### src/design/i2cm_pkg.sv
// Shared types, codes and the phase entry helper for the I2C master bit engine.
// Used by i2cm_step.sv and i2c_master_bit_engine.sv; depends on nothing.

package i2cm_pkg;

  localparam int unsigned DelayW = 16;
  localparam logic [DelayW-1:0] DELAY_RESET = 16'd100;
  localparam int unsigned InDataW = 16;
  localparam int unsigned OutDataW = 16;
  localparam logic [3:0] BITS_PER_BYTE = 4'd8;
  localparam logic [3:0] BITS_PER_ACK = 4'd1;
  localparam logic [7:0] NACK_PATTERN = 8'h80;

  typedef enum logic [2:0] {
    OP_START  = 3'd0,
    OP_STOP   = 3'd1,
    OP_WRITE  = 3'd2,
    OP_READ   = 3'd3,
    OP_GETACK = 3'd4,
    OP_PUTACK = 3'd5
  } op_t;

  typedef enum logic [1:0] {
    PH_IDLE  = 2'd0,
    PH_SETUP = 2'd1,
    PH_HOLD  = 2'd2,
    PH_HIGH  = 2'd3
  } phase_t;

  typedef struct packed {
    logic       cmd_valid;
    logic [2:0] operation;
    logic [7:0] tx_byte;
    logic       ack_to_send;
    logic       sda_in;
  } item_t;

  typedef struct packed {
    op_t              op;
    phase_t           phase;
    logic [3:0]       bit_count;
    logic [DelayW-1:0] delay_count;
    logic [7:0]       tx_shift;
    logic [7:0]       rx_shift;
    logic             scl;
    logic             sda;
    logic             ack;
    logic             busy;
  } state_t;

  function automatic state_t enter_phase(input state_t s, input phase_t ph, input logic sda,
                                         input logic [DelayW-1:0] load);
    state_t r;
    r = s;
    r.phase = ph;
    r.delay_count = load;
    case (s.op)
      OP_START: begin
        r.scl = 1'b1;
        r.sda = (ph == PH_SETUP);
      end
      OP_STOP: begin
        r.scl = 1'b1;
        r.sda = (ph != PH_SETUP);
      end
      default: begin
        if (ph == PH_SETUP) begin
          r.scl = 1'b0;
          if (s.op == OP_WRITE || s.op == OP_PUTACK) begin
            r.sda = s.tx_shift[7];
            r.tx_shift = {s.tx_shift[6:0], 1'b0};
          end else begin
            r.sda = 1'b1;
          end
        end else if (ph == PH_HIGH) begin
          r.scl = 1'b1;
          if (s.op == OP_READ) begin
            r.rx_shift = {s.rx_shift[6:0], sda};
          end else if (s.op == OP_GETACK) begin
            r.ack = sda;
          end
        end
      end
    endcase
    return r;
  endfunction

endpackage

### src/design/i2c_master_bit_engine.sv
// Top level of the I2C master bit engine: input register, state register and result register.
// Depends on i2cm_pkg and i2cm_step.
//
// Channel  Direction  Contents
// in_      slave      one tick: command valid, operation, byte, ack level, sampled SDA
// out_     master     one result per tick: SCL, SDA, busy, done, received byte, ack missing
// cfg_     write      delay unit length in ticks
//
// A tick may be accepted in every cycle while the result is not stalled.
// A tick's result passes through the input register and then the result register, from which it is offered.
// Synchronous active-low reset releases both lines, clears the state and sets the delay to 100.
// A stalled result holds the state step; input is taken while the input register can move on.

module i2c_master_bit_engine (
  input  logic                          clk,
  input  logic                          rst_n,
  input  logic                          in_tvalid,
  output logic                          in_tready,
  // [0] cmd_valid, [3:1] operation, [11:4] tx_byte, [12] ack_to_send, [13] sda_in
  input  logic [i2cm_pkg::InDataW-1:0]  in_tdata,
  output logic                          out_tvalid,
  input  logic                          out_tready,
  // [0] scl, [1] sda_out, [2] busy_res, [3] done_res, [11:4] rx_byte, [12] ack_missing
  output logic [i2cm_pkg::OutDataW-1:0] out_tdata,
  input  logic                          cfg_we,
  input  logic [i2cm_pkg::DelayW-1:0]   cfg_wdata
);

  logic                          in_valid_r;
  i2cm_pkg::item_t               in_item_r;
  i2cm_pkg::item_t               in_item_nxt;
  logic                          out_valid_r;
  logic [i2cm_pkg::OutDataW-1:0] out_data_r;
  logic [i2cm_pkg::OutDataW-1:0] out_data_nxt;
  logic [i2cm_pkg::DelayW-1:0]   delay_ticks_r;
  i2cm_pkg::state_t              state_r;
  i2cm_pkg::state_t              state_nxt;
  logic                          step_done;
  logic                          advance;
  logic                          fire;

  assign advance = !out_valid_r || out_tready;
  assign fire = in_valid_r && advance;
  assign in_tready = !in_valid_r || advance;

  assign in_item_nxt.cmd_valid = in_tdata[0];
  assign in_item_nxt.operation = in_tdata[3:1];
  assign in_item_nxt.tx_byte = in_tdata[11:4];
  assign in_item_nxt.ack_to_send = in_tdata[12];
  assign in_item_nxt.sda_in = in_tdata[13];

  i2cm_step u_step (
    .cur         (state_r),
    .item        (in_item_r),
    .delay_ticks (delay_ticks_r),
    .nxt         (state_nxt),
    .done        (step_done)
  );

  assign out_data_nxt = {3'b000, state_nxt.ack, state_nxt.rx_shift, step_done,
                         state_nxt.busy, state_nxt.sda, state_nxt.scl};

  always_ff @(posedge clk) begin
    if (!rst_n) begin
      in_valid_r <= 1'b0;
    end else if (in_tready) begin
      in_valid_r <= in_tvalid;
    end
  end

  always_ff @(posedge clk) begin
    if (in_tready && in_tvalid) begin
      in_item_r <= in_item_nxt;
    end
  end

  always_ff @(posedge clk) begin
    if (!rst_n) begin
      delay_ticks_r <= i2cm_pkg::DELAY_RESET;
    end else if (cfg_we) begin
      delay_ticks_r <= cfg_wdata;
    end
  end

  always_ff @(posedge clk) begin
    if (!rst_n) begin
      state_r.op <= i2cm_pkg::OP_START;
      state_r.phase <= i2cm_pkg::PH_IDLE;
      state_r.bit_count <= '0;
      state_r.delay_count <= '0;
      state_r.tx_shift <= '0;
      state_r.rx_shift <= '0;
      state_r.scl <= 1'b1;
      state_r.sda <= 1'b1;
      state_r.ack <= 1'b0;
      state_r.busy <= 1'b0;
    end else if (fire) begin
      state_r <= state_nxt;
    end
  end

  always_ff @(posedge clk) begin
    if (!rst_n) begin
      out_valid_r <= 1'b0;
    end else if (advance) begin
      out_valid_r <= in_valid_r;
    end
  end

  always_ff @(posedge clk) begin
    if (fire) begin
      out_data_r <= out_data_nxt;
    end
  end

  assign out_tvalid = out_valid_r;
  assign out_tdata = out_data_r;

  a_idle_clean: assert property (@(posedge clk) disable iff (!rst_n)
    !state_r.busy |-> (state_r.phase == i2cm_pkg::PH_IDLE && state_r.delay_count == '0))
    else $error("idle engine holds a phase or delay count");

  a_busy_phase: assert property (@(posedge clk) disable iff (!rst_n)
    state_r.busy |-> state_r.phase != i2cm_pkg::PH_IDLE)
    else $error("busy engine in idle phase");

  a_done_not_busy: assert property (@(posedge clk) disable iff (!rst_n)
    out_valid_r |-> !(out_data_r[3] && out_data_r[2]))
    else $error("result reports done and busy together");

  a_stall_holds_state: assert property (@(posedge clk) disable iff (!rst_n)
    (out_valid_r && !out_tready) |=> $stable(state_r))
    else $error("state stepped while the result was stalled");

endmodule

### src/design/i2cm_step.sv
// One-tick update of the bit engine state: command acceptance, delay count and phase steps.
// Depends on i2cm_pkg.

module i2cm_step (
  input  i2cm_pkg::state_t              cur,
  input  i2cm_pkg::item_t               item,
  input  logic [i2cm_pkg::DelayW-1:0]   delay_ticks,
  output i2cm_pkg::state_t              nxt,
  output logic                          done
);

  logic [i2cm_pkg::DelayW-1:0] load;
  logic [3:0]                  bits_left;
  i2cm_pkg::state_t            fin;
  i2cm_pkg::state_t            acc;

  assign load = (delay_ticks == '0) ? '0 : delay_ticks - 1'b1;
  assign bits_left = cur.bit_count - 1'b1;

  always_comb begin
    fin = cur;
    if (cur.op != i2cm_pkg::OP_STOP) begin
      fin.scl = 1'b0;
    end
    fin.busy = 1'b0;
    fin.phase = i2cm_pkg::PH_IDLE;
    fin.delay_count = '0;
  end

  always_comb begin
    acc = cur;
    acc.op = i2cm_pkg::op_t'(item.operation);
    acc.busy = 1'b1;
    acc.bit_count = (acc.op == i2cm_pkg::OP_WRITE || acc.op == i2cm_pkg::OP_READ) ?
                    i2cm_pkg::BITS_PER_BYTE : i2cm_pkg::BITS_PER_ACK;
    if (acc.op == i2cm_pkg::OP_WRITE) begin
      acc.tx_shift = item.tx_byte;
    end else if (acc.op == i2cm_pkg::OP_PUTACK) begin
      acc.tx_shift = item.ack_to_send ? i2cm_pkg::NACK_PATTERN : 8'h00;
    end
  end

  always_comb begin
    nxt = cur;
    done = 1'b0;
    if (!cur.busy) begin
      if (item.cmd_valid && item.operation <= i2cm_pkg::OP_PUTACK) begin
        nxt = i2cm_pkg::enter_phase(acc, i2cm_pkg::PH_SETUP, item.sda_in, load);
      end
    end else if (cur.delay_count != '0) begin
      nxt.delay_count = cur.delay_count - 1'b1;
    end else if (cur.op == i2cm_pkg::OP_START) begin
      if (cur.phase == i2cm_pkg::PH_SETUP) begin
        nxt = i2cm_pkg::enter_phase(cur, i2cm_pkg::PH_HOLD, item.sda_in, load);
      end else begin
        nxt = fin;
        done = 1'b1;
      end
    end else begin
      case (cur.phase)
        i2cm_pkg::PH_IDLE: begin
          nxt = i2cm_pkg::enter_phase(cur, i2cm_pkg::PH_SETUP, item.sda_in, load);
        end
        i2cm_pkg::PH_SETUP: begin
          nxt = i2cm_pkg::enter_phase(cur, i2cm_pkg::PH_HOLD, item.sda_in, load);
        end
        i2cm_pkg::PH_HOLD: begin
          nxt = i2cm_pkg::enter_phase(cur, i2cm_pkg::PH_HIGH, item.sda_in, load);
        end
        default: begin
          if (cur.op == i2cm_pkg::OP_STOP) begin
            nxt = fin;
            done = 1'b1;
          end else if (bits_left == '0) begin
            nxt = fin;
            nxt.bit_count = bits_left;
            done = 1'b1;
          end else begin
            nxt.bit_count = bits_left;
            nxt = i2cm_pkg::enter_phase(nxt, i2cm_pkg::PH_SETUP, item.sda_in, load);
          end
        end
      endcase
    end
  end

endmodule

### config.mk
export PLATFORM = sky130hd
export DESIGN_NAME = i2c_master_bit_engine
export DESIGN_NICKNAME = d
export VERILOG_FILES = /design/src/design/i2cm_pkg.sv /design/src/design/i2c_master_bit_engine.sv /design/src/design/i2cm_step.sv
export SDC_FILE = /design/constraint.sdc
export NUM_CORES = 1
export LEC_CHECK = 0
export BUFFER_PORTS_ARGS = -buffer_cell sky130_fd_sc_hd__buf_2
export CORE_MARGIN = 3
export CORE_UTILIZATION = 35
export DETAILED_ROUTE_END_ITERATION = 10
export GPL_TIMING_DRIVEN = 0
export PLACE_DENSITY = 0.6
export SYNTH_ARGS = -nofsm -noshare
export SYNTH_HDL_FRONTEND = slang
export SYNTH_SLANG_ARGS = --single-unit
### constraint.sdc
create_clock -name clk -period 2.9 [get_ports clk]
set_input_delay 0.435 -clock clk [delete_from_list [all_inputs] [get_ports clk]]
set_output_delay 0.435 -clock clk [all_outputs]
set_load 0.005 [all_outputs]
# Word level (Yosys, flattened, before mapping)
# Index checks and enable logic that the tools add are counted.
totals:
  ff_bits: 90
  input_bits: 37
  output_inout_bits: 18
  wordCells: 105
op_classes:
  addsub: 3
  n_lt_le_gt_ge: 1
  eq_ne: 19
  n_mux: 36
  n_bitwise: 1
  reduce_logical: 25
op_table:
  columns: ["cell", "count"]
  rows:
  - ["$mux W45", 4]
  - ["$pmux W45 S3", 1]
  - ["$mux W8", 9]
  - ["$mux W42", 1]
  - ["$mux W41", 1]
  - ["$mux W16", 2]
  - ["$sub A16 B1 Y16 const B", 2]
  - ["$mux W20", 1]
  - ["$logic_not A16 Y1", 1]
  - ["$reduce_and A8 Y1", 2]
  - ["$reduce_bool A16 Y1", 1]
  - ["$eq A3 B2 Y1 const B", 4]
  - ["$mux W1", 12]
  - ["$ne A2 B2 Y1 const B", 6]
  - ["$eq A3 B3 Y1 const B", 3]
  - ["$mux W9", 1]
  - ["$eq A3 B1 Y1 const B", 2]
  - ["$logic_not A3 Y1", 2]
  - ["$reduce_and A3 Y1", 2]
  - ["$logic_or A1 B1 Y1", 5]
  - ["$logic_not A4 Y1", 1]
  - ["$mux W2", 2]
  - ["$mux W4", 1]
  - ["$pmux W2 S2", 1]
  - ["other kinds (14)", 18]

# Longest topological paths before layout
# Gate-level depths: netlist of the first run.
depth:
  ltp_word: 9
  depth_mapped: 8
  mapped_depth_nobuf: 7

# Cells and area by module
# Synthesis of the first run repeated with hierarchy kept, for this count alone.
unflattened:
  hier_cells: 598
  area_unflattened_um2: 5451.5
by_module_without_submodules:
  columns: ["mod", "instances", "cells_each", "area_per_inst_um2", "seq_area_each_um2"]
  rows:
  - ["i2c_master_bit_engine", 1, 288, 3363.2, 2072.0]
  - ["i2cm_step", 1, 310, 2088.3, 0.0]

# Least setup slack after synthesis of the first run
# No wires, ideal clock.
synth_path:
  path_type: "flip-flop to flip-flop"
  startpoint: "register state_r[20] (netlist name)"
  endpoint: "register state_r[21] (netlist name)"
  setup_ns: 0.103
  t_arrival_ns: 2.168
  required_ns: 2.797
  slack_ns: 0.629
  stages_incl_launch_ff: 8
  n_path_buf: 0
  synth_period_minus_slack_ns: 2.271
  cell_sequence: "dfxtp_1 -> inv_1 -> ha_1 -> nor3b_2 -> nand4_4 -> o41ai_4 -> a32oi_1 -> a2111oi_2"
synth_via:
  elab_chain_len: 3
  elab_cells_between_ends: 4
  cone_classes: "1 x add/sub; 2 x mux; 1 x reduce/logical"
synth_lines:
  columns: ["item", "line", "source"]
  rows:
  - ["start, declared", "i2c_master_bit_engine.sv:36", "i2cm_pkg::state_t state_r;"]
  - ["start signal, assigned", "i2c_master_bit_engine.sv:98", "state_r <= state_nxt;"]
  - ["$sub A16 B1 Y16 or $reduce_bool A16 Y1 (tied branches)", "i2cm_step.sv:51, i2cm_step.sv:50", null]
  - ["$mux W16 (*)", "i2cm_step.sv:50", "end else if (cur.delay_count != '0) begin"]
  - ["$mux W45 (*)", "i2cm_step.sv:46", "if (!cur.busy) begin"]
# Every way passes the cells marked *; elsewhere a longest branch is shown, timed or not.
# A chain may end at the register's enable or synchronous reset.

# Worst setup path in the final report of the first run
layout_path:
  startpoint: "register state_r[20] (netlist name)"
  endpoint: "register state_r[15] (netlist name)"
layout_via:
  elab_chain_len: 3
layout_lines:
  columns: ["item", "line"]
  rows:
  - ["$reduce_bool A16 Y1", "i2cm_step.sv:50"]
  - ["$ne A2 B2 Y1 (no line)", null]
  - ["$reduce_and A8 Y1 (no line)", null]
# Every way passes these cells.

==> results of run 1 <==
[placed cells by master, fill, tap and decap left out, drive strengths merged, types with 4 or more instances in the layout]
master	n
a21oi	30
nor3b	5
or3	5
buf	62
o22ai	9
xnor2	11
o31ai	5
o32ai	5
mux2i	21
a22o	14
clkbuf	48
edfxtp	27
ha	9
o21a	9
nor4	11
inv	26
xor2	8
dfxtp	63
nor2	47
nor2b	15
o21ai	25
a221oi	9
or2	4
nand3	13
nor3	37
nand2	33
o211ai	10
o221ai	7
nand2b	10
a211oi	17
nand4	13
[worst max-delay path, delay by kind of cell, from the launching register on]
family,cells,cell delay (ns)
flip-flops,1,0.33
buffers and inverters,2,0.48
AND/OR/NAND/NOR,3,0.91
adder cells (fa/ha/maj),1,0.21
AO/OA/AOI/OAI,2,0.71
[routing by layer]
metal / GRT usage [%] / part of all wire (%) / up-vias
li1: - / - / 2387
met1: 25.1 / 47 / 2305
met2: 24.8 / 44 / 196
met3: 3.38 / 7.2 / 25
met4: 5.99 / 2.1 / 0
met5: 0 / 0 / -
[power by group through the flow]
| stage | Sequential (mW) | Clock (mW) | Combinational [mW] |
|---|---|---|---|
| finish | 1.41 | 1.23 | 0.512 |
| global route | 1.42 | 1.31 | 0.560 |
| CTS | 1.41 | 1.26 | 0.502 |
| detailed placement | 1.43 | 0 | 0.499 |
| global placement | 1.43 | 0 | 0.490 |
| floorplan | 1.42 | 0 | 0.363 |
[registers in the layout (all words and copies together), names as in the netlist]
name / flops
state_r: 45
in_item_r: 14
out_tvalid: 1
out_tdata: 13
delay_ticks_r: 16
in_valid_r: 1
[cells by family (layout without fill, tap and decap cells)]
family | Yosys count | in the layout | share of synthesized area [%]
AOI/OAI and AO/OA | 174 | 174 | 23.7
xor gates and xnor gates | 19 | 19 | 3.13
adders and majority gates | 9 | 9 | 2.12
buffers and inverters | 74 | 138 | 5.49
DFF | 90 | 90 | 39.0
muxes | 21 | 21 | 3.96
other | 1 | 3 | 0.0706
and+or+nand+nor | 214 | 214 | 22.5
[per-stage QoR]
step	hold WS, ns	cells	util (%)
global placement	0.454	836	39.4
finish	0.259	852	41.6
floorplan	0.425	604	-
detailed placement	0.455	836	39.4
global route	0.244	852	41.6
CTS	0.245	852	41.5
[final cells by class]
| class | instances | share of cell area (%) |
|---|---|---|
| buffer | 49 | 3.23 |
| clock buffer | 13 | 4.79 |
| clock inverter | 3 | 0.409 |
| inverter | 25 | 1.53 |
| multi-input combinational | 440 | 48.4 |
| sequential | 90 | 33.9 |
| tap | 184 | 3.77 |
| timing repair buffer | 48 | 3.93 |
[how the worst min path moves through the flow]
stage	from	cells past startpoint	slack, ns	endpoint
floorplan	state_r[12]	2	0.43	state_r[12]
global placement	state_r[12]	2	0.45	state_r[12]
detailed placement	state_r[12]	2	0.45	state_r[12]
CTS	in_tdata[6]	1	0.25	in_item_r[4]
global route	in_tdata[6]	1	0.24	in_item_r[4]
finish	in_tdata[6]	1	0.26	in_item_r[4]
==> run summary, run 1 <==
The share of cells above drive strength 1 is 13.2%. The switching power summed over all nets came out at 0.887 mW. The start point of the critical path is state_r[20]. The final critical-path required period came out at 2.75 ns. The top-level port count is 55.

The post-synthesis instance area came out at 0.00531 mm2. Synthesis produced 602 cells. The area share of the leading cell type in the synthesized netlist came out at 23.7%. The tool flagged a number of max-cap violations equal to 0.

The cts-stage hold buffer count came out at 0. The via count of the first global-routing pass was 4,378. Along the worst path, the maximum fanout reaches 10.

Clock-pin slew was measured on the worst setup and hold paths at 0.06 ns. The worst path required time came out at 3.15 ns. On the critical path, the stage with the largest delay is an instance of sky130_fd_sc_hd__nor3b_4. The die area came out at 0.0167 mm2. The number of nets still failing antenna checks after routing is 0. The synthesized design contains 90 register bits. The pin count of the biggest net entering global routing is 23. Following the worst setup path forward leads to its endpoint at state_r[15].

The standby leakage power came out at 2.21 nW. The logic depth of the worst register-to-register path came out at 8. The initialized floorplan defines 44 standard-cell rows. The synthesis-to-finish area growth is 15.1%. The maximum cell stage delay along the critical path is 0.39 ns. Yosys attributes the largest share of cell area to sky130_fd_sc_hd__dfxtp_1, sky130_fd_sc_hd__edfxtp_1, sky130_fd_sc_hd__mux2i_1, sky130_fd_sc_hd__nor3_1, sky130_fd_sc_hd__nor2_1. The maximum achievable frequency came out at 0.364 GHz. In the finished design, the share of the clock period the worst path needs comes to 94.7%. The worst slew margin relative to its limit is 27.1%.

The startpoint identified for the worst register-to-register timing path is state_r[20]. Setup violations remaining at the end of the flow were counted as 0. In the post-route analysis, the smallest setup slack over all paths is 0.154 ns.

The number of sinks on the clock net is 90. Between clock sinks in the finished design, the worst skew comes to 0.00602 ns. The net count of the finished layout is 709. The total wire length is 14,400 um. The register-to-register setup slack is 0.15 ns.

After detailed routing, the average wire length per cell comes to 16.9 um. The final-layout fill cell count is 1,478. The count of buffers from port buffering is 48. The flow ran to the end, and the final reports show no timing, DRC or antenna violations. The total grt overflow came out at 0. The post-cts resize count came out at 0. The power density of the placed cells came out at 516 mW/mm2.

The setup TNS after final layout came out at 0 ns. By count the netlist is led by sky130_fd_sc_hd__dfxtp_1, sky130_fd_sc_hd__nor2_1, sky130_fd_sc_hd__nor3_1. The register share of total power came out at 44.7%. Of all cell types, the one taking the most synthesized area is sky130_fd_sc_hd__dfxtp_1. The clock insertion delay at the later pin of the skew report is 0.35 ns. STA classifies the critical path startpoint as a flop. The worst min-delay path category is in -> reg. In this run the critical register-to-register path is captured at state_r[15]. The multi-input combinational cells in the finished layout cover a total of 0.00296 mm2. With fillers left out, the area of the finished cells amounts to 0.00611 mm2.

The count of pins over their slew limit is 0. The total count of hold-check failures in the final report is 0. The worst setup path is captured at a flop. The mean instance size in the synthesized netlist is 8.82 um2. The sequential element share of the synthesized area is 39.0%. The cell with the most instances after synthesis is sky130_fd_sc_hd__dfxtp_1.

The net switching share of the total power is 28.2%. The root buffer cell chosen for the clock tree is sky130_fd_sc_hd__clkbuf_16. The antenna diode instance count came out at 0.

The storage element area is 0.00207 mm2. The predominant post-synthesis flop cell is sky130_fd_sc_hd__dfxtp_1. Setup repair after global routing left no endpoint under its margin. The critical path is of the reg -> reg type. The global placer's final weighted congestion is 0.845.

The remaining routing DRC violations is 0. The count of synthesis-stage warnings from yosys came out at 0. The number of library cell types mapped by synthesis came out at 74. The cell area reported after detailed placement came out at 0.00579 mm2. The number of DRC markers after the initial detailed-route iteration is 370. The area of the core region is 0.0147 mm2. The placement-stage worst setup slack is 0.104 ns.

The signal on the critical path passes through inv_1 -> ha_1 -> nor3b_4 -> and4_1 -> clkbuf_1 -> a21o_1 -> nand2b_1 -> a221oi_1. The via total after detailed routing is 4,913. The total routing resource utilization after global routing is 17.1%. The relative contribution of combinational cells to total power is 16.2%. The number of buffers inserted during clock tree synthesis is 9. TritonCTS built the clock tree. The peak supply drop came out at 0.316 mV.

The total number of H-tree levels came out at 3. The width of the die is 129 um. Internal power comes to 2.26 mW. The number of flops mapped to enable cells by yosys came out at 27. The number of antenna violations at the first check in global routing came out at 0. The signal arrival time at the worst endpoint is 2.99 ns. The actual transition at the worst max-transition pin is 1.09 ns. The clock share of power came out at 39.1%. The first global-routing pass estimated 22,800 um of wire.

The share of flip-flops with an asynchronous set or reset came out at 0%. The initial core utilization came out at 36.1%. The first-pass iteration count of the detailed router is 5. The number of setup buffers added after CTS is 0. After detailed routing, the number of vias per cell comes to 5.77. The buffer depth of the longest clock path is 2. The half-perimeter wire length after placement came out at 10,600 um. The vertical die dimension is 129 um.

The design draws 3.15 mW.
Power figures use the tool's default switching activity.
==> inputs of run 2 (changes only) <==
- CORE_MARGIN: 3 -> 2
==> run 2 against run 1 <==
  * Flip-flop and latch count did not move
  * Fmax up 1.6%
  * Via count down 0.12%
  * Power rose by 0.28%
  * Sequential share of layout area fell by 0.090 points
  * Die area fell by 3.1%
  * Hold slack got worse by 0.013 ns
  * First-iteration DRC count is 3.0% higher
  * Routed wire length rose by 0.30%
  * Clock power is essentially flat
  * Clock skew increased by 0.0030 ns
  * Largest power group unchanged
  * Count of clock-buffer cells in the layout unchanged
==> run summary, run 2 (synthesized netlist as in run 1, its figures left out) <==
The share of cells above drive strength 1 is 13.4%. The net switching share of the total power came out at 28.2%. The first-pass GRT wire length came out at 23,200 um. The internal power is 2.27 mW. The initial utilization of the core area, before any placement, comes to 35.3%.

The final non-filler cell total is 859. The finished cells cover 0.00613 mm2. On the worst path, the slowest cell contributes a delay of 0.62 ns. The worst path uses 93.2% of the clock period. After routing, the total negative slack on setup checks comes to 0 ns. On the critical path the largest part of the delay comes from simple AND/OR/NAND/NOR gates.

The per-cell routed wire length is 16.8 um. The signal arrival time at the worst endpoint is 2.82 ns. The overall power after layout is 3.16 mW.

The area of combinational cells with multiple inputs came out at 0.00296 mm2. The via total after detailed routing came out at 4,907. state_r holds more flip-flops than any other register. The via count of the first global-routing pass is 4,571. The clock tree synthesis step divided the H-tree into 3 levels.

The peak supply drop came out at 0.275 mV. The worst path required time is 3.02 ns. The count of nets after finishing is 712. The cell area reported after detailed placement is 0.00579 mm2. The total routing resource utilization after global routing came out at 17.9%. The number of flip-flops in the largest register is 45.

The relative contribution of combinational cells to total power is 16.3%. The top-level port count came out at 55. The top cell types in the final layout, fill and taps aside, are sky130_fd_sc_hd__dfxtp_1, sky130_fd_sc_hd__buf_2, sky130_fd_sc_hd__nor2_1. The count of buffers from port buffering came out at 48. The maximum achievable frequency is 0.370 GHz. The cts-stage hold buffer count came out at 0. Setup repair after global routing left no endpoint under its margin. The remaining routing DRC violations came out at 0. The worst hold path belongs to the class in -> reg.

The number of antenna violations at the first check in global routing came out at 0. The total count of hold-check failures in the final report came out at 0. The slowest stage cell on the critical path is sky130_fd_sc_hd__nor4_1. The class of the most critical setup path is reg -> reg. The final critical-path required period is 2.70 ns.

In this run, the number of DRC markers left after iteration 0 of detailed routing was 381. After detailed routing, the number of vias per cell comes to 5.71. The number of endpoints failing setup at the final stage is 0.

The buffers plus inverters on the worst setup path came out at 1. Clock-pin slew was measured on the worst setup and hold paths at 0.07 ns. The switching power summed over all nets came out at 0.891 mW. The total grt overflow came out at 0.

The clock root buffer master is sky130_fd_sc_hd__clkbuf_16. The synthesis-to-finish area growth came out at 15.4%. The half-perimeter wire length after placement came out at 10,600 um.

In this run, the clock network consumes 39.2% of the power. The number of core rows came out at 45. The worst-path maximum fanout is 10.

The largest registers in the layout are state_r (45), delay_ticks_r (16), in_item_r (14). TritonCTS built the clock tree. The storage element area came out at 0.00207 mm2. The global placer's final weighted congestion came out at 0.881.

The final-layout fill cell count is 1,480. Walking the worst path, the cells encountered are buf_2 -> or4b_1 -> nor4_1 -> nand3_1 -> a22o_1. The pin count of the biggest net entering global routing is 23. At the pin with the least slew margin, the transition time is 1.02 ns. The number of placed instances, taps included came out at 840. The worst setup path is launched from a flop. The flow ran to the end, and the final reports show no timing, DRC or antenna violations. The die area is 0.0162 mm2.

The clock insertion delay at the later pin of the skew report came out at 0.36 ns. The number of buffers inserted during clock tree synthesis is 9. The number of max-capacitance violations reported came out at 0. The number of nets still failing antenna checks after routing came out at 0. In this run the tightest slew margin relative to its limit is 31.8%. The power density of the placed cells is 516 mW/mm2. The standby leakage power came out at 2.22 nW. The number of sinks on the clock net came out at 90. The category of the worst setup path capture point is a flop. Registers are responsible for 44.5% of the overall power. For this run, the detailed router's first-pass iteration total came to 5. The commonest non-fill, non-tap cell in the layout is sky130_fd_sc_hd__dfxtp_1.

The routed design has 14,400 um of wire. In this run the deepest clock path goes through 2 buffers. The antenna diode instance count is 0. In this run the standard cell core region covers 0.0150 mm2. The width of the die came out at 127 um. The final setup skew came out at 0.00899 ns. The worst hold-check slack is 0.246 ns. The vertical die dimension is 127 um. The count of pins over their slew limit is 0.
[run 2: per-layer routing]
metal  wire, um  vias up  part of all wire [%]  track usage (%)
li1           -     2392                     -                -
met1       6770     2308                    47             24.8
met2       6330      175                    44             27.6
met3        931       32                   6.5             2.72
met4        393        0                   2.7             8.53
met5          0        -                     0                0
[run 2: repair_timing]
action / CTS / global route
buffers inserted: 0 / 3
setup endpoints to repair: 0 / 16
resized for setup: 0 / 1
[run 2: stage by stage]
step | worst slack [ns] | utilization, %
3_3_place_gp | 0.142 | 38.5
3_5_place_dp | 0.0669 | 38.5
5_1_grt | 0.000282 | 40.8
6_report | 0.197 | 40.8
2_1_floorplan | 0.629 | -
4_1_cts | 0.0374 | 40.6
[run 2: path summary, 6_finish.rpt]
check,startpoint,endpoint,slack [ns],cells past startpoint
setup / recovery,state_r[0],out_tdata[4],0.20,5
hold / removal,in_tdata[6],in_item_r[4],0.25,1
setup reg to reg,state_r[0],out_tdata[4],0.20,5
hold reg to reg,state_r[12],state_r[12],0.46,2
[run 2: worst register-to-register path: cells and delay by family, from the launching register on]
family | cells | cell delay, ns
AO/OA/AOI/OAI | 1 | 0.33
flip-flops | 1 | 0.30
AND/OR/NAND/NOR | 3 | 1.60
buffers and inverters | 1 | 0.23
[run 2: cell type report]
cell class / count / share of cell area (%)
tap: 188 / 3.84
inverter: 25 / 1.53
multi-input combinational: 440 / 48.3
clock inverter: 3 / 0.755
clock buffer: 13 / 4.25
timing repair buffer: 51 / 4.29
sequential: 90 / 33.8
buffer: 49 / 3.23
[run 2: power groups by stage]
stage | Sequential (mW) | Combinational [mW] | Clock (mW)
after floorplan | 1.42 | 0.363 | 0
after global placement | 1.43 | 0.488 | 0
after detailed placement | 1.43 | 0.500 | 0
after CTS | 1.41 | 0.503 | 1.24
after global routing | 1.42 | 0.564 | 1.30
final | 1.41 | 0.515 | 1.24
==> inputs of run 3 (changes only) <==
- ABC_AREA: default -> 1
- TNS_END_PERCENT: default -> 100
==> run 3 against run 2 <==
  * Synthesized area is 1.6% lower
  * Die area is 1.6% lower
  * Global-route usage is 1.5 points lower
  * Clock skew hardly changed
  * Final cell count is 16% higher
  * Routed wire length is 13% lower
  * Fmax is 19% higher
  * Largest power group unchanged
==> run summary, run 3 <==
The post-cts resize count came out at 0. The clock input transition at the sequential cells of the worst setup and hold paths came out at 0.07 ns. The cts-stage hold buffer count is 0. The worst slew margin relative to its limit came out at 25.4%. The register with the most flip-flops in the layout has 45 of them. After global routing the overflow that remains totals 0. The standby leakage power is 2.70 nW.

Setup violations remaining at the end of the flow were counted as 0. The slowest stage cell on the critical path is sky130_fd_sc_hd__dfxtp_1. The net switching share of the total power came out at 30.6%.

The overall power after layout is 3.27 mW. The cell area after layout is 0.00601 mm2. The synthesized design spends more area on one cell type than any other, namely sky130_fd_sc_hd__dfxtp_1. The library cell used most frequently in the layout, excluding fill and tap cells, is sky130_fd_sc_hd__nand2_1. The first-pass iteration count of the detailed router is 5.

The mean instance size in the synthesized netlist is 6.97 um2. The global placer's final weighted congestion came out at 0.901. The remaining routing DRC violations came out at 0.

Entering global routing, the biggest net connects 23 pins. The maximum achievable frequency is 0.439 GHz. The half-perimeter wire length after placement came out at 9310 um. In this run the biggest area consumer among cell types represents 24.1% of the synthesized area. The total wire length came out at 12,500 um. The via total after detailed routing is 4,934. The number of flops mapped to enable cells by yosys came out at 27. Of the post-synthesis cell area, the part taken by muxes is 0%.

Dividing the detail-routed wire length by the instance count gives 12.5 um. The die area is 0.0159 mm2. The number of antenna violations at the first check in global routing is 0. Summing all placed instances gives a cell area of 0.00570 mm2. The sequential element share of the synthesized area came out at 39.6%. Cells with a size suffix above 1 make up 13.6% of the layout. Row generation in the floorplan step produced 44 rows. The area fraction in compound gates after synthesis came out at 15.5%. The worst hold-check slack came out at 0.252 ns. The power density of the placed cells is 544 mW/mm2.

The run finished with clean final reports. The clock insertion delay at the later pin of the skew report is 0.36 ns. Combinational cells account for 18.5% of the total power. The end-of-flow core utilization came out at 41.4%. The worst-case IR drop observed on VDD is 0.276 mV. Before CTS, the worst setup slack after placement is 0.548 ns. The Yosys step of the flow raised 0 warnings. STA classifies the critical path startpoint as a flop. The width of the die came out at 126 um. The vertical die dimension is 126 um. For this run, the total global-route usage over all layers was measured as 16.5%.

The setup path with the least slack is of type reg -> reg. The largest family of logic cells by synthesized area is simple AND/OR/NAND/NOR gates. The worst-path maximum fanout is 10. Traced cell by cell, the critical path runs through inv_1 -> ha_1 -> inv_1 -> nand2_1 -> clkbuf_1 -> nor3_1 -> nand2_2 -> nand2_1 -> nand2_1 -> o21ai_1 -> inv_1.

Once layout is complete, the cells apart from fillers number 1,000. The first-pass GRT wire length is 21,400 um. The area growth from synthesis to layout is 15.1%.

The worst path in the final design needs a cycle of 2.28 ns, including I/O delays and setup. The area fraction in and, or, nand and nor cells after synthesis came out at 30.5%. Setup repair after global routing left no endpoint under its margin.

Synthesis produced 750 cells. Internal power comes to 2.27 mW. Leaving out fill and tap cells, the most frequent cells in the layout are sky130_fd_sc_hd__nand2_1, sky130_fd_sc_hd__inv_1, sky130_fd_sc_hd__nor2_1. The total count of hold-check failures in the final report is 0. The net count of the finished layout is 857. The final period utilization is 78.5%. The count of pins over their slew limit was 0. The clock root buffer master is sky130_fd_sc_hd__clkbuf_16. After synthesis the cells add up to 0.00523 mm2. After synthesis, the cell types taking the most area are sky130_fd_sc_hd__dfxtp_1, sky130_fd_sc_hd__edfxtp_1, sky130_fd_sc_hd__nand2_1, sky130_fd_sc_hd__inv_1, sky130_fd_sc_hd__o21ai_0. Including well taps, the total number of placed cells is 984. Counting the fill cells in the layout gives 1,560.

The number of sinks on the clock net came out at 90. The initial core utilization came out at 36.0%. The via count of the first global-routing pass is 4,395. The min-delay analysis places its worst path in the category in -> reg. The clock share of power is 37.6%. The category of the worst setup path capture point is a flop. Buffers inserted during clock tree synthesis total 9. Counting flops per register, the top entry is state_r. The final setup skew came out at 0.00940 ns.

The clock tree synthesis step divided the H-tree into 3 levels. The post-synthesis share of cell area spent on full adders, half adders and majority gates came out at 2.15%. STA puts the critical path data required time at 3.15 ns.

The largest registers in the layout are state_r (45), delay_ticks_r (16), in_item_r (14). The setup TNS after final layout is 0 ns. The actual transition at the worst max-transition pin came out at 1.12 ns. For this design the total switching power over the nets is 1.00 mW.

After synthesis the netlist holds a flip-flop and latch count of 90. The area of the core region is 0.0145 mm2. The xor/xnor share of the synthesized area is 2.18%. The longest clock path from root to sink contains 2 buffers. In the routed layout, each cell is associated on average with a via count of 4.93.

The maximum cell stage delay along the critical path came out at 0.42 ns. The signal arrival time at the worst endpoint is 2.53 ns. The share of flip-flops with an asynchronous set or reset is 0%. Yosys mapped the design onto 39 distinct sky130hd cell types. The count of buffers from port buffering came out at 48. Among all flip-flop cells after synthesis, the most frequent one is sky130_fd_sc_hd__dfxtp_1.

In this run the count of I/O pins placed on the die edge is 55. Yosys instantiated no cell more often than sky130_fd_sc_hd__nand2_1. The number of DRC markers after the initial detailed-route iteration is 338.

The register share of total power is 43.9%. The post-CTS setup buffer count came out at 0. The number of nets still failing antenna checks after routing came out at 0. The repair_antennas step left the layout with diodes totalling 0. Max-cap violations in this run came to 0. The commonest cells after synthesis are sky130_fd_sc_hd__nand2_1, sky130_fd_sc_hd__inv_1, sky130_fd_sc_hd__nor2_1. The setup slack after layout is 0.624 ns. The TritonCTS clock tree is built.
## run 3: cell count changes in the layout (fill, tap and decap cells not counted), sizes merged, moves of 21 or more
cell and delta:
a21oi +35, nand3 +45, nor2 +49, o21ai +44
nor3 -28, nand2 +142, mux2i -21, inv +86
clkbuf -21
## run 3: per-layer routing
layer | vias to the layer above | global-route usage [%] | wire length (um)
li1 | 2563 | - | -
met1 | 2229 | 24.1 | 6490
met2 | 126 | 23.9 | 5260
met3 | 16 | 2.85 | 546
met4 | 0 | 6.85 | 246
met5 | - | 0 | 0
## run 3: logic make-up (layout without fill, tap and decap cells)
kind of cell    count (synthesis)  after routing
buf+inv                       131            195
compound gates                147            147
simple gates                  359            359
xor+xnor                       13             13
flops                          90             90
other cells                     1              3
fa+ha+maj                       9              9
## run 3: critical path, delay by kind of cell, from the launching register on
kind	cells	cell delay, ns
AOI/OAI and AO/OA	1	0.13
adders and majority gates	1	0.24
buffers and inverters	4	0.48
DFF	1	0.42
and+or+nand+nor	5	0.91
## run 3: final timing paths
kind                            cells after the start          endpoint             start  slack [ns]
worst max-delay path                               11       state_r[10]       state_r[40]        0.62
worst min-delay path                                1      in_item_r[2]       in_tdata[4]        0.25
worst max register to register                     11       state_r[10]       state_r[40]        0.62
worst min register to register                      2  delay_ticks_r[1]  delay_ticks_r[1]        0.49
## run 3: cell type report
class                      instances  area, um2  share of cell area (%)
multi-input combinational        531       2640                    43.9
buffer                            23        115                    1.91
clock buffer                       9        225                    3.74
sequential                        90       2070                    34.4
tap                              184        230                    3.83
timing repair buffer              48        240                    3.99
clock inverter                     7       85.1                    1.41
inverter                         108        405                    6.74
## run 3: power groups by stage
stage / registers, mW / logic [mW] / clock network (mW)
5_1_grt: 1.45 / 0.696 / 1.30
4_1_cts: 1.44 / 0.604 / 1.26
2_1_floorplan: 1.45 / 0.454 / 0
3_3_place_gp: 1.46 / 0.598 / 0
6_report: 1.44 / 0.604 / 1.23
3_5_place_dp: 1.46 / 0.601 / 0
